`config.mk`:
```
export PLATFORM = sky130hd
export DESIGN_NAME = gf2_linear_complexity_blocks_flat
export DESIGN_NICKNAME = d
export VERILOG_FILES = /design/src/rtl/gf2lc_pkg.sv /design/src/rtl/gf2lc_bit_if.sv /design/src/rtl/gf2lc_lc_if.sv /design/src/rtl/gf2_linear_complexity_blocks.sv /design/src/rtl/gf2lc_dp.sv /design/src/rtl/gf2lc_ctrl.sv /design/src/flat_wrapper.sv
export SDC_FILE = /design/constraint.sdc
export NUM_CORES = 2
export LEC_CHECK = 0
export BUFFER_PORTS_ARGS = -buffer_cell sky130_fd_sc_hd__buf_2
export CAP_MARGIN = 20
export CORE_MARGIN = 5
export CORE_UTILIZATION = 58
export CTS_CLUSTER_SIZE = 28
export DETAILED_ROUTE_END_ITERATION = 8
export GPL_TIMING_DRIVEN = 0
export PLACE_DENSITY = 0.74
export SYNTH_ARGS = -nofsm -noshare
export SYNTH_HDL_FRONTEND = slang
export SYNTH_SLANG_ARGS = --single-unit
export TNS_END_PERCENT = 5
```
`constraint.sdc`:
```
create_clock -name clk -period 8.5 [get_ports clk]
set_input_delay 0.425 -clock clk [delete_from_list [all_inputs] [get_ports clk]]
set_output_delay 0.425 -clock clk [all_outputs]
set_load 0.03 [all_outputs]
```
`src/rtl/gf2lc_pkg.sv`:
```
package gf2lc_pkg;

    localparam int LC_W  = 10;
    localparam int CFG_W = 10;

    localparam logic [CFG_W-1:0] LEN_RESET = 10'd500;

    typedef enum logic
    {
        ST_IDLE,
        ST_UPDATE
    } state_t;

    // commands from the controller to the datapath
    typedef struct packed
    {
        logic accept;
        logic update;
    } dp_cmd_t;

    // status from the datapath to the controller
    typedef struct packed
    {
        logic done;
    } dp_stat_t;

endpackage

```
`src/rtl/gf2lc_bit_if.sv`:
```
interface gf2lc_bit_if;

    logic valid;
    logic ready;
    logic data_bit;

    modport source
    (
        output valid,
        output data_bit,
        input  ready
    );

    modport sink
    (
        input  valid,
        input  data_bit,
        output ready
    );

endinterface

```
`src/rtl/gf2lc_lc_if.sv`:
```
interface gf2lc_lc_if;

    logic                      valid;
    logic                      ready;
    logic [gf2lc_pkg::LC_W-1:0] linear_complexity;

    modport source
    (
        output valid,
        output linear_complexity,
        input  ready
    );

    modport sink
    (
        input  valid,
        input  linear_complexity,
        output ready
    );

endinterface

```
`src/rtl/gf2_linear_complexity_blocks.sv`:
```
// results: a result is registered when the word that ends its block is updated (discrepancy
// registered at accept in idle, polynomial update in the update state that follows)
// flow: a word is accepted in idle and updated before the next word is accepted;
// a block end waits in update only while the previous result is not taken
// reset: block length 500, empty block, connection polynomial one, no clearing pass
module gf2_linear_complexity_blocks #(
    parameter int MAX_BLOCK = 512
) (
    input  logic                        clk,
    input  logic                        rst_n,
    input  logic                        cfg_we,
    input  logic [gf2lc_pkg::CFG_W-1:0] cfg_data,
    gf2lc_bit_if.sink                   bit_in,
    gf2lc_lc_if.source                  lc_out
);

    gf2lc_pkg::dp_cmd_t  cmd;
    gf2lc_pkg::dp_stat_t stat;

    gf2lc_ctrl u_ctrl (
        .clk       (clk),
        .rst_n     (rst_n),
        .in_valid  (bit_in.valid),
        .in_ready  (bit_in.ready),
        .out_valid (lc_out.valid),
        .out_ready (lc_out.ready),
        .cmd       (cmd),
        .stat      (stat)
    );

    gf2lc_dp #(
        .MAX_BLOCK (MAX_BLOCK)
    ) u_dp (
        .clk               (clk),
        .rst_n             (rst_n),
        .cfg_we            (cfg_we),
        .cfg_data          (cfg_data),
        .data_bit          (bit_in.data_bit),
        .cmd               (cmd),
        .stat              (stat),
        .linear_complexity (lc_out.linear_complexity)
    );

endmodule

```
`src/rtl/gf2lc_dp.sv`:
```
module gf2lc_dp #(
    parameter int MAX_BLOCK = 512
) (
    input  logic                        clk,
    input  logic                        rst_n,
    input  logic                        cfg_we,
    input  logic [gf2lc_pkg::CFG_W-1:0] cfg_data,
    input  logic                        data_bit,
    input  gf2lc_pkg::dp_cmd_t          cmd,
    output gf2lc_pkg::dp_stat_t         stat,
    output logic [gf2lc_pkg::LC_W-1:0]  linear_complexity
);

    localparam int PW = $clog2(MAX_BLOCK);
    localparam int NW = $clog2(MAX_BLOCK + 1);
    localparam int EW = (NW > gf2lc_pkg::CFG_W) ? NW : gf2lc_pkg::CFG_W;

    localparam logic [MAX_BLOCK-1:0] POLY_ONE  = MAX_BLOCK'(1);
    localparam logic [MAX_BLOCK-1:0] POLY_XONE = MAX_BLOCK'(2);

    logic [gf2lc_pkg::CFG_W-1:0] blk_len_reg;
    logic [MAX_BLOCK-1:0]        bits_reg;
    logic [MAX_BLOCK-1:0]        bits_next;
    logic [MAX_BLOCK-1:0]        conn_reg;
    logic [MAX_BLOCK-1:0]        conn_next;
    logic [MAX_BLOCK-1:0]        pshift_reg;
    logic [MAX_BLOCK-1:0]        pshift_next;
    logic [NW-1:0]               cplx_reg;
    logic [NW-1:0]               cplx_next;
    logic [PW-1:0]               pos_reg;
    logic [PW-1:0]               pos_next;
    logic                        disc_reg;
    logic                        disc_next;
    logic [gf2lc_pkg::LC_W-1:0]  lc_reg;

    logic [EW-1:0]        len_ext;
    logic [NW-1:0]        n_eff;
    logic [MAX_BLOCK-1:0] len_mask;
    logic [NW-1:0]        pos_inc;
    logic                 grow;
    logic [NW-1:0]        cplx_upd;

    // effective block length: zero reads as one, saturate at the store depth
    always_comb
    begin
        len_ext = EW'(blk_len_reg);
        priority if (len_ext == '0)
        begin
            n_eff = NW'(1);
        end
        else if (len_ext > EW'(MAX_BLOCK))
        begin
            n_eff = NW'(MAX_BLOCK);
        end
        else
        begin
            n_eff = NW'(len_ext);
        end
    end

    always_comb
    begin
        for (int i = 0; i < MAX_BLOCK; i++)
        begin
            len_mask[i] = (NW'(i) < n_eff);
        end
    end

    // bits_reg[i] holds the bit i+1 places back; the discrepancy is taken
    // against the incoming bit before it is shifted in
    assign bits_next = {bits_reg[MAX_BLOCK-2:0], data_bit};
    assign disc_next = data_bit ^ (^(conn_reg[MAX_BLOCK-1:1] & bits_reg[MAX_BLOCK-2:0]));

    assign pos_inc   = NW'(pos_reg) + NW'(1);
    assign stat.done = (pos_inc >= n_eff);

    // pshift_reg keeps the previous polynomial already shifted by the
    // distance since the last length change
    always_comb
    begin
        grow      = ({1'b0, cplx_reg} << 1) <= (NW + 1)'(pos_reg);
        cplx_upd  = cplx_reg;
        conn_next = conn_reg;
        pshift_next = pshift_reg << 1;
        if (disc_reg)
        begin
            conn_next = conn_reg ^ (pshift_reg & len_mask);
            if (grow)
            begin
                cplx_upd    = pos_inc - cplx_reg;
                pshift_next = conn_reg << 1;
            end
        end
        cplx_next = cplx_upd;
        pos_next  = PW'(pos_inc);
    end

    always_ff @(posedge clk or negedge rst_n)
    begin
        if (!rst_n)
        begin
            blk_len_reg <= gf2lc_pkg::LEN_RESET;
            bits_reg    <= '0;
            conn_reg    <= POLY_ONE;
            pshift_reg  <= POLY_XONE;
            cplx_reg    <= '0;
            pos_reg     <= '0;
            disc_reg    <= 1'b0;
        end
        else
        begin
            if (cfg_we)
            begin
                blk_len_reg <= cfg_data;
            end
            if (cmd.accept)
            begin
                bits_reg <= bits_next;
                disc_reg <= disc_next;
            end
            else if (cmd.update)
            begin
                if (stat.done)
                begin
                    bits_reg   <= '0;
                    conn_reg   <= POLY_ONE;
                    pshift_reg <= POLY_XONE;
                    cplx_reg   <= '0;
                    pos_reg    <= '0;
                end
                else
                begin
                    conn_reg   <= conn_next;
                    pshift_reg <= pshift_next;
                    cplx_reg   <= cplx_next;
                    pos_reg    <= pos_next;
                end
            end
        end
    end

    always_ff @(posedge clk)
    begin
        if (cmd.update && stat.done)
        begin
            lc_reg <= gf2lc_pkg::LC_W'(cplx_next);
        end
    end

    assign linear_complexity = lc_reg;

    a_poly_monic: assert property (@(posedge clk) disable iff (!rst_n)
        conn_reg[0] == 1'b1)
        else $error("connection polynomial lost its constant term");

    a_prev_shifted: assert property (@(posedge clk) disable iff (!rst_n)
        pshift_reg[0] == 1'b0)
        else $error("shifted previous polynomial has a constant term");

    a_cplx_bound: assert property (@(posedge clk) disable iff (!rst_n)
        cplx_reg <= NW'(MAX_BLOCK))
        else $error("complexity beyond block store depth");

endmodule

```
`src/rtl/gf2lc_ctrl.sv`:
```
module gf2lc_ctrl (
    input  logic                clk,
    input  logic                rst_n,
    input  logic                in_valid,
    output logic                in_ready,
    output logic                out_valid,
    input  logic                out_ready,
    output gf2lc_pkg::dp_cmd_t  cmd,
    input  gf2lc_pkg::dp_stat_t stat
);

    gf2lc_pkg::state_t state_reg;
    gf2lc_pkg::state_t state_next;
    logic              out_valid_reg;
    logic              out_valid_next;
    logic              out_free;
    logic              proceed;

    assign out_free = !out_valid_reg || out_ready;
    // a finishing word waits in update until the output slot frees up
    assign proceed  = !stat.done || out_free;

    always_comb
    begin
        state_next = state_reg;
        unique case (state_reg)
            gf2lc_pkg::ST_IDLE:
            begin
                if (in_valid)
                begin
                    state_next = gf2lc_pkg::ST_UPDATE;
                end
            end
            gf2lc_pkg::ST_UPDATE:
            begin
                if (proceed)
                begin
                    state_next = gf2lc_pkg::ST_IDLE;
                end
            end
            default:
            begin
                state_next = gf2lc_pkg::ST_IDLE;
            end
        endcase
    end

    always_comb
    begin
        in_ready       = 1'b0;
        cmd.accept     = 1'b0;
        cmd.update     = 1'b0;
        out_valid_next = out_valid_reg && !out_ready;
        unique case (state_reg)
            gf2lc_pkg::ST_IDLE:
            begin
                in_ready   = 1'b1;
                cmd.accept = in_valid;
            end
            gf2lc_pkg::ST_UPDATE:
            begin
                cmd.update = proceed;
                if (proceed && stat.done)
                begin
                    out_valid_next = 1'b1;
                end
            end
            default:
            begin
                in_ready = 1'b0;
            end
        endcase
    end

    always_ff @(posedge clk or negedge rst_n)
    begin
        if (!rst_n)
        begin
            state_reg     <= gf2lc_pkg::ST_IDLE;
            out_valid_reg <= 1'b0;
        end
        else
        begin
            state_reg     <= state_next;
            out_valid_reg <= out_valid_next;
        end
    end

    assign out_valid = out_valid_reg;

    a_accept_to_update: assert property (@(posedge clk) disable iff (!rst_n)
        (in_valid && in_ready) |=> (state_reg == gf2lc_pkg::ST_UPDATE))
        else $error("accepted word did not move to update");

    a_result_from_update: assert property (@(posedge clk) disable iff (!rst_n)
        $rose(out_valid_reg) |-> $past(state_reg == gf2lc_pkg::ST_UPDATE && stat.done))
        else $error("result raised outside a block end");

    a_hold_when_full: assert property (@(posedge clk) disable iff (!rst_n)
        (state_reg == gf2lc_pkg::ST_UPDATE && stat.done && !out_free)
            |=> (state_reg == gf2lc_pkg::ST_UPDATE))
        else $error("block end left update while output slot full");

endmodule

```
`src/flat_wrapper.sv`:
```
// flat-port wrapper written by rule: the top's interface ports become plain ports
module gf2_linear_complexity_blocks_flat 
#(
    parameter int MAX_BLOCK = 512
)
  (clk, rst_n, cfg_we, cfg_data, bit_in_valid, bit_in_data_bit, bit_in_ready, lc_out_valid, lc_out_linear_complexity, lc_out_ready);
  gf2lc_bit_if bit_in_i ();
  gf2lc_lc_if lc_out_i ();
  input  logic clk;
  input  logic rst_n;
  input  logic cfg_we;
  input  logic [gf2lc_pkg::CFG_W-1:0] cfg_data;
  input wire logic [$bits(bit_in_i.valid)-1:0] bit_in_valid;
  input wire logic [$bits(bit_in_i.data_bit)-1:0] bit_in_data_bit;
  output wire logic [$bits(bit_in_i.ready)-1:0] bit_in_ready;
  output wire logic [$bits(lc_out_i.valid)-1:0] lc_out_valid;
  output wire logic [$bits(lc_out_i.linear_complexity)-1:0] lc_out_linear_complexity;
  input wire logic [$bits(lc_out_i.ready)-1:0] lc_out_ready;
  assign bit_in_i.valid = bit_in_valid;
  assign bit_in_i.data_bit = bit_in_data_bit;
  assign bit_in_ready = bit_in_i.ready;
  assign lc_out_valid = lc_out_i.valid;
  assign lc_out_linear_complexity = lc_out_i.linear_complexity;
  assign lc_out_i.ready = lc_out_ready;
  gf2_linear_complexity_blocks #(.MAX_BLOCK(MAX_BLOCK)) u_core (.clk(clk), .rst_n(rst_n), .cfg_we(cfg_we), .cfg_data(cfg_data), .bit_in(bit_in_i), .lc_out(lc_out_i));
endmodule
```
Yosys cells after proc, flatten, opt, wreduce, memory -nomap -nowiden

Index checks and enable logic that the tools add are counted.
Widths: inputs -> output; s select.

Reductions and logical operators: 16
Bitwise operators: 6
Muxes and demuxes: 22
$lt $le $gt $ge: 515
$add $sub $neg: 2

Operators by type and width:

| operator             | number |
|---|---|
| $lt 9x10->1 const A  | 256 |
| $mux 512             | 5 |
| $mux 511             | 3 |
| $lt 8x10->1 const A  | 128 |
| $lt 7x10->1 const A  | 64 |
| $and 512x512->512    | 1 |
| $xor 512x512->512    | 1 |
| $and 511x511->511    | 1 |
| $reduce_xor 511->1   | 1 |
| $lt 6x10->1 const A  | 32 |
| $lt 5x10->1 const A  | 16 |
| $lt 4x10->1 const A  | 8 |
| $mux 10              | 5 |
| $lt 3x10->1 const A  | 4 |
| $lt 1x10->1 const A  | 2 |
| $lt 2x10->1 const A  | 2 |
| $le 11x9->1          | 1 |
| $add 9x1->10 const B | 1 |
| $ge 10x10->1         | 1 |
| $gt 10x10->1 const B | 1 |
| $logic_not 10->1     | 1 |
| $sub 10x10->10       | 1 |
| $mux 9               | 1 |
| $mux 1               | 7 |
| other kinds (9)      | 18 |

Register bits after elaboration: 1577
Word-level logic and storage cells: 571

Logic depth before layout (Yosys ltp)

Word-level depth: 9
Mapped depth: 17
Depth with buffers taken out: 16

By module

A second synthesis with hierarchy kept.

Cells, all modules: 7141
Area, all modules: 74776.7 um2

Modules (own cells, without submodules):

| module     | times used | cells each | sequential area each (um2) | area an instance (um2) |
|---|---|---|---|---|
| gf2lc_dp   | 1          | 7131       | 39447.8                    | 74682.9 |
| gf2lc_ctrl | 1          | 10         | 50.0                       | 93.8 |

Worst setup path before layout

No wires, ideal clock.

Kind: register to register
Start: register u_core.u_dp.blk_len_reg[5] (netlist name)
End: register u_core.u_dp.lc_reg (netlist bit u_core.u_dp.linear_complexity[0]), enable pin
Buffers on the path: 6
Period minus slack after synthesis: 3.970 ns
Setup slack: 4.530 ns
Data arrival time: 3.592 ns
Library setup time: 0.378 ns
Cell stages (with the launch flop): 16
Cells stage by stage: dfstp_2 -> clkbuf_1 -> nor2b_1 -> inv_1 -> clkbuf_1 -> buf_1 -> ha_1 -> nand3_1 -> nor3_1 -> a221oi_2 -> o21ai_2 -> nand2_1 -> nor2_1 -> buf_2 -> buf_2 -> buf_1

Word-level cells in the longest chain between the ends: 8

RTL lines:

| what                   | RTL line         | RTL |
|---|---|---|
| start, declared        | gf2lc_dp.sv:21   | `logic [gf2lc_pkg::CFG_W-1:0] blk_len_reg;` |
| start signal, assigned | gf2lc_dp.sv:102  | `blk_len_reg <= gf2lc_pkg::LEN_RESET;` |
| start signal, assigned | gf2lc_dp.sv:114  | `blk_len_reg <= cfg_data;` |
| $gt 10x10->1           | gf2lc_dp.sv:51   | `else if (len_ext > EW'(MAX_BLOCK))` |
| $mux 10                | gf2lc_dp.sv:51   |  |
| $mux 10 *              | gf2lc_dp.sv:47   | `priority if (len_ext == '0)` |
| $ge 10x10->1 *         | gf2lc_dp.sv:75   | `assign stat.done = (pos_inc >= n_eff);` |
| $logic_not 1->1        | gf2lc_ctrl.sv:21 | `assign proceed = !stat.done \|\| out_free;` |
| $logic_or 1x1->1       | gf2lc_ctrl.sv:21 |  |
| $mux 1                 | gf2lc_ctrl.sv:54 | `unique case (state_reg)` |
| $logic_and 1x1->1 *    | gf2lc_dp.sv:144  | `if (cmd.update && stat.done)` |
| end signal, assigned   | gf2lc_dp.sv:146  | `lc_reg <= gf2lc_pkg::LC_W'(cplx_next);` |
| end, declared          | gf2lc_dp.sv:34   | `logic [gf2lc_pkg::LC_W-1:0] lc_reg;` |

Every way passes the cells marked *; elsewhere a longest branch is shown, timed or not.
A chain may end at the register's enable or synchronous reset.

Worst setup path after layout

Start: register u_core.u_dp.blk_len_reg[5] (netlist name)
End: register u_core.u_dp.conn_reg[426]

Word-level cells in the longest chain between the ends: 8

RTL lines:

| what                                                         | RTL line                         | RTL |
|---|---|---|
| $gt 10x10->1                                                 | gf2lc_dp.sv:51                   |  |
| $mux 10                                                      | gf2lc_dp.sv:51                   |  |
| $mux 10 *                                                    | gf2lc_dp.sv:47                   |  |
| $lt 9x10->1 / $ge 10x10->1 (equally long branches)           | gf2lc_dp.sv:65, gf2lc_dp.sv:75   |  |
| $and 512x512->512 / $logic_not 1->1 (equally long branches)  | gf2lc_dp.sv:87, gf2lc_ctrl.sv:21 |  |
| $xor 512x512->512 / $logic_or 1x1->1 (equally long branches) | gf2lc_dp.sv:87, gf2lc_ctrl.sv:21 |  |
| $mux 512 / $mux 1 (equally long branches)                    | gf2lc_dp.sv:85, gf2lc_ctrl.sv:54 |  |
| $mux 512 / $reduce_and 3->1 (equally long branches)          | -                                |  |
| end signal, assigned                                         | gf2lc_dp.sv:133                  | `conn_reg <= conn_next;` |
| end, declared                                                | gf2lc_dp.sv:24                   | `logic [MAX_BLOCK-1:0] conn_reg;` |

Every way passes the cells marked *; elsewhere a longest branch is shown, timed or not. The select of a mux whose other input is x is not followed.

==> flow_metrics.py <==
metrics = {
    "status": {
        "result_of_the_run": "finished clean",
    },
    "grt": {
        "grtUsageTotal": 0.377,
        "pin_count_of_the_biggest_net_entering_global_routing": 172,
        "initial_antenna_violation_count": 26,
        "grt_pass1_vias": 61980,
        "grt_overflow_total": 0,
        "grt_pass1_wl_um": 398000,
    },
    "layout": {
        "mostFrequentLayoutCell": "sky130_fd_sc_hd__nand2_1",
        "layout-area-overhead-vs-synth_pct": 12.0,
        "num-fill-cells": 10508,
        "nets": 8568,
        "finish.utilization": 0.654,
        "layoutNonFillerInstCount": 10438,
        "layout-drive-gt1-share": 0.0497,
        "largest_reg_flops": 512,
        "most_frequent_cells_in_the_layout": "sky130_fd_sc_hd__nand2_1, sky130_fd_sc_hd__dfrtp_1, sky130_fd_sc_hd__o21ai_0, sky130_fd_sc_hd__xor2_1, sky130_fd_sc_hd__nor2_1",
    },
    "clock_network": {
        "cts.sink_count": 1576,
        "clk_pin_slew_ps": 60,
        "htree_levels": 4,
        "insertion_delay_ps": 830,
        "tritoncts": "built",
        "cts_root_buffer": "sky130_fd_sc_hd__clkbuf_16",
        "tritoncts.num_buffers": 167,
        "clock_path_buffers": 3,
    },
    "place": {
        "gpl.final_weighted_congestion": 1.00,
        "numPlacedInstances": 10088,
        "placement.io_buffers": 27,
        "dp_hpwl_um": 194000,
    },
    "job": {
        "max_cap_violations": 0,
    },
    "routing": {
        "dr_total_vias": 65108,
        "post_route_antenna_net_violation_count": 0,
        "drc": 0,
        "routedWlPerCell_um": 25.8,
        "postRouteWirelength_um": 269000,
        "viasPerCell": 6.24,
        "drt_first_pass_iters": 6,
        "drt_first_iter_violations": 9001,
    },
    "synthesis": {
        "synthCells": 8252,
        "ys_warn_count": 0,
        "synth-async-reset-ratio": 0.994,
        "synth-seq-area-share": 0.514,
        "synth-edff-count": 10,
        "synth.distinct_cells": 59,
        "synth_ff_type": "sky130_fd_sc_hd__dfrtp_1",
        "syn-mean-instance-area_sq_um": 9.32,
        "synth_nets": 8296,
        "synthesis.area_sq_um": 76900,
        "flip_flop_and_latch_count_after_synthesis": 1576,
    },
    "timing": {
        "final_max_slew_viol_count": 0,
        "setup_viol": 0,
        "clock-skew-final_ps": 40.5,
        "max_slew.worst_pin.slew_ps": 1330,
        "finalHoldViolations": 0,
        "maxSlewHeadroom": 0.110,
        "finalSetupTns_ps": 0,
        "fin_hold_ws_ps": 104,
        "max_freq_mhz": 135,
        "fin_crit_sh": 0.868,
        "rsz0062_at_grt": "false",
        "period_minus_slack_ps": 7380,
    },
    "setup_path": {
        "critPathCaptureType": "register",
        "kind_of_launch_point_of_the_worst_setup_path": "register",
        "crit_required_ps": 9160,
        "worst-endpoint-arrival_ps": 8040,
        "critical_path.max_fanout": 10,
        "timing.setup.critical_path_class": "register to register",
    },
    "power": {
        "post-layout-total-power_mw": 26.5,
        "power_density_nw_per_um2": 308,
        "vdd.ir_drop.worst_v": 0.000197,
        "power.static_leakage_nw": 38.6,
    },
    "die": {
        "placementRows": 133,
        "dieHeight_um": 374,
        "ios": 28,
        "initial_utilization": 0.584,
        "core_region_area_sq_um": 132000,
        "die_w_um": 374,
        "die-area_sq_um": 140000,
    },
    "min_path": {
        "min_path_type": "primary input to register",
    },
}
[synthesized netlist by cell type (6+ instances only)]
library cell	n	area [sq um]
sky130_fd_sc_hd__nand2_1	2248	8440
sky130_fd_sc_hd__dfrtp_1	1558	39000
sky130_fd_sc_hd__o21ai_0	1071	5360
sky130_fd_sc_hd__xor2_1	619	5420
sky130_fd_sc_hd__nor2_1	602	2260
sky130_fd_sc_hd__mux2i_1	511	5110
sky130_fd_sc_hd__clkbuf_1	444	1670
sky130_fd_sc_hd__xnor2_1	411	3600
sky130_fd_sc_hd__o211ai_1	221	1660
sky130_fd_sc_hd__o311ai_0	149	1310
sky130_fd_sc_hd__a21oi_1	87	435
sky130_fd_sc_hd__buf_1	53	199
sky130_fd_sc_hd__nand3_1	35	175
sky130_fd_sc_hd__inv_1	30	113
sky130_fd_sc_hd__ha_1	27	338
sky130_fd_sc_hd__buf_2	16	80.1
sky130_fd_sc_hd__mux2_2	13	146
sky130_fd_sc_hd__a21o_1	12	90.1
sky130_fd_sc_hd__nor2b_1	11	68.8
sky130_fd_sc_hd__edfxtp_1	10	300
sky130_fd_sc_hd__o311ai_1	10	87.6
sky130_fd_sc_hd__o311a_1	9	90.1
sky130_fd_sc_hd__dfstp_2	8	210
sky130_fd_sc_hd__nand2b_1	8	50.1
sky130_fd_sc_hd__nor3_1	8	40.0
sky130_fd_sc_hd__nor3b_1	7	52.6
sky130_fd_sc_hd__a21boi_0	6	45.0
sky130_fd_sc_hd__a31oi_1	6	37.5
sky130_fd_sc_hd__and2_1	6	37.5
[routing by layer]
layer / vias to the layer above / wire length, um / GRT usage
li1: 28027 / - / -
met1: 32294 / 103000 / 0.499
met2: 3871 / 115000 / 0.544
met3: 902 / 31900 / 0.117
met4: 14 / 19100 / 0.232
met5: - / 161 / 0.0120
[critical path, cell delays in order (launching register included)]
cell,delay (ps)
sky130_fd_sc_hd__dfstp_2,510
sky130_fd_sc_hd__clkbuf_1,740
sky130_fd_sc_hd__nor2b_1,290
sky130_fd_sc_hd__inv_1,180
sky130_fd_sc_hd__clkbuf_1,290
sky130_fd_sc_hd__buf_8,250
sky130_fd_sc_hd__buf_2,400
sky130_fd_sc_hd__ha_1,440
sky130_fd_sc_hd__nand3_1,90
sky130_fd_sc_hd__nor3_1,240
sky130_fd_sc_hd__a221oi_2,130
sky130_fd_sc_hd__o21ai_2,170
sky130_fd_sc_hd__nand2_1,190
sky130_fd_sc_hd__nor2_2,600
sky130_fd_sc_hd__buf_2,530
sky130_fd_sc_hd__buf_2,480
sky130_fd_sc_hd__clkbuf_1,980
sky130_fd_sc_hd__clkbuf_1,540
sky130_fd_sc_hd__nor2_1,130
[through the flow]
| stage | setup slack (ps) | instance area, sq um |
|---|---|---|
| 2_1_floorplan | 4530 | 76900 |
| 6_report | 1120 | 86100 |
| 4_1_cts | 1410 | 85900 |
| 3_5_place_dp | 1450 | 80300 |
| 3_3_place_gp | -27980 | 79200 |
| 5_1_grt | 1310 | 86100 |
[cell families after synthesis]
family          count (synthesis)  synth area share
simple gates                 2940             0.146
compound gates               1606             0.122
fa+ha+maj                      29           0.00478
buf+inv                       545            0.0269
flops                        1576             0.514
mux                           524            0.0684
xor+xnor                     1032             0.118
[power breakdown]
| part | switching (mW) | internal [mW] |
|---|---|---|
| logic | 4.86 | 2.78 |
| clock network | 3.16 | 4.29 |
| registers | 1.92 | 9.47 |
| total | 9.95 | 16.5 |
[final timing paths]
check | cells past startpoint | startpoint | end | slack (ps)
max | 18 | u_core.u_dp.blk_len_reg[5] | u_core.u_dp.conn_reg[426] | 1120
min | 3 | cfg_data[9] | u_core.u_dp.blk_len_reg[9] | 100
max reg2reg | 18 | u_core.u_dp.blk_len_reg[5] | u_core.u_dp.conn_reg[426] | 1120
min reg2reg | 2 | u_core.u_dp.conn_reg[0] | u_core.u_dp.conn_reg[0] | 480
max in group asynchronous | 7 | rst_n | u_core.u_dp.pshift_reg[340] | 4890
min in group asynchronous | 3 | rst_n | u_core.u_dp.cplx_reg[2] | 220
[area by class of cell]
type / count / area (sq um) / area share
Inverter: 32 / 120 / 0.00139
Tap cell: 1755 / 2200 / 0.0255
Clock inverter: 56 / 587 / 0.00681
Clock buffer: 244 / 4930 / 0.0573
Multi-Input combinational cell: 6131 / 35400 / 0.411
Antenna cell: 28 / 70.1 / 0.000814
Sequential cell: 1576 / 39500 / 0.459
Buffer: 513 / 1960 / 0.0227
Timing Repair Buffer: 103 / 1360 / 0.0158
[timing repair]
action,CTS,global route
gates resized for setup,0,0
endpoints found under the hold margin,161,0
hold buffers,13,0
setup buffers,0,0
Note: power is estimated with default switching activity, not from simulation.
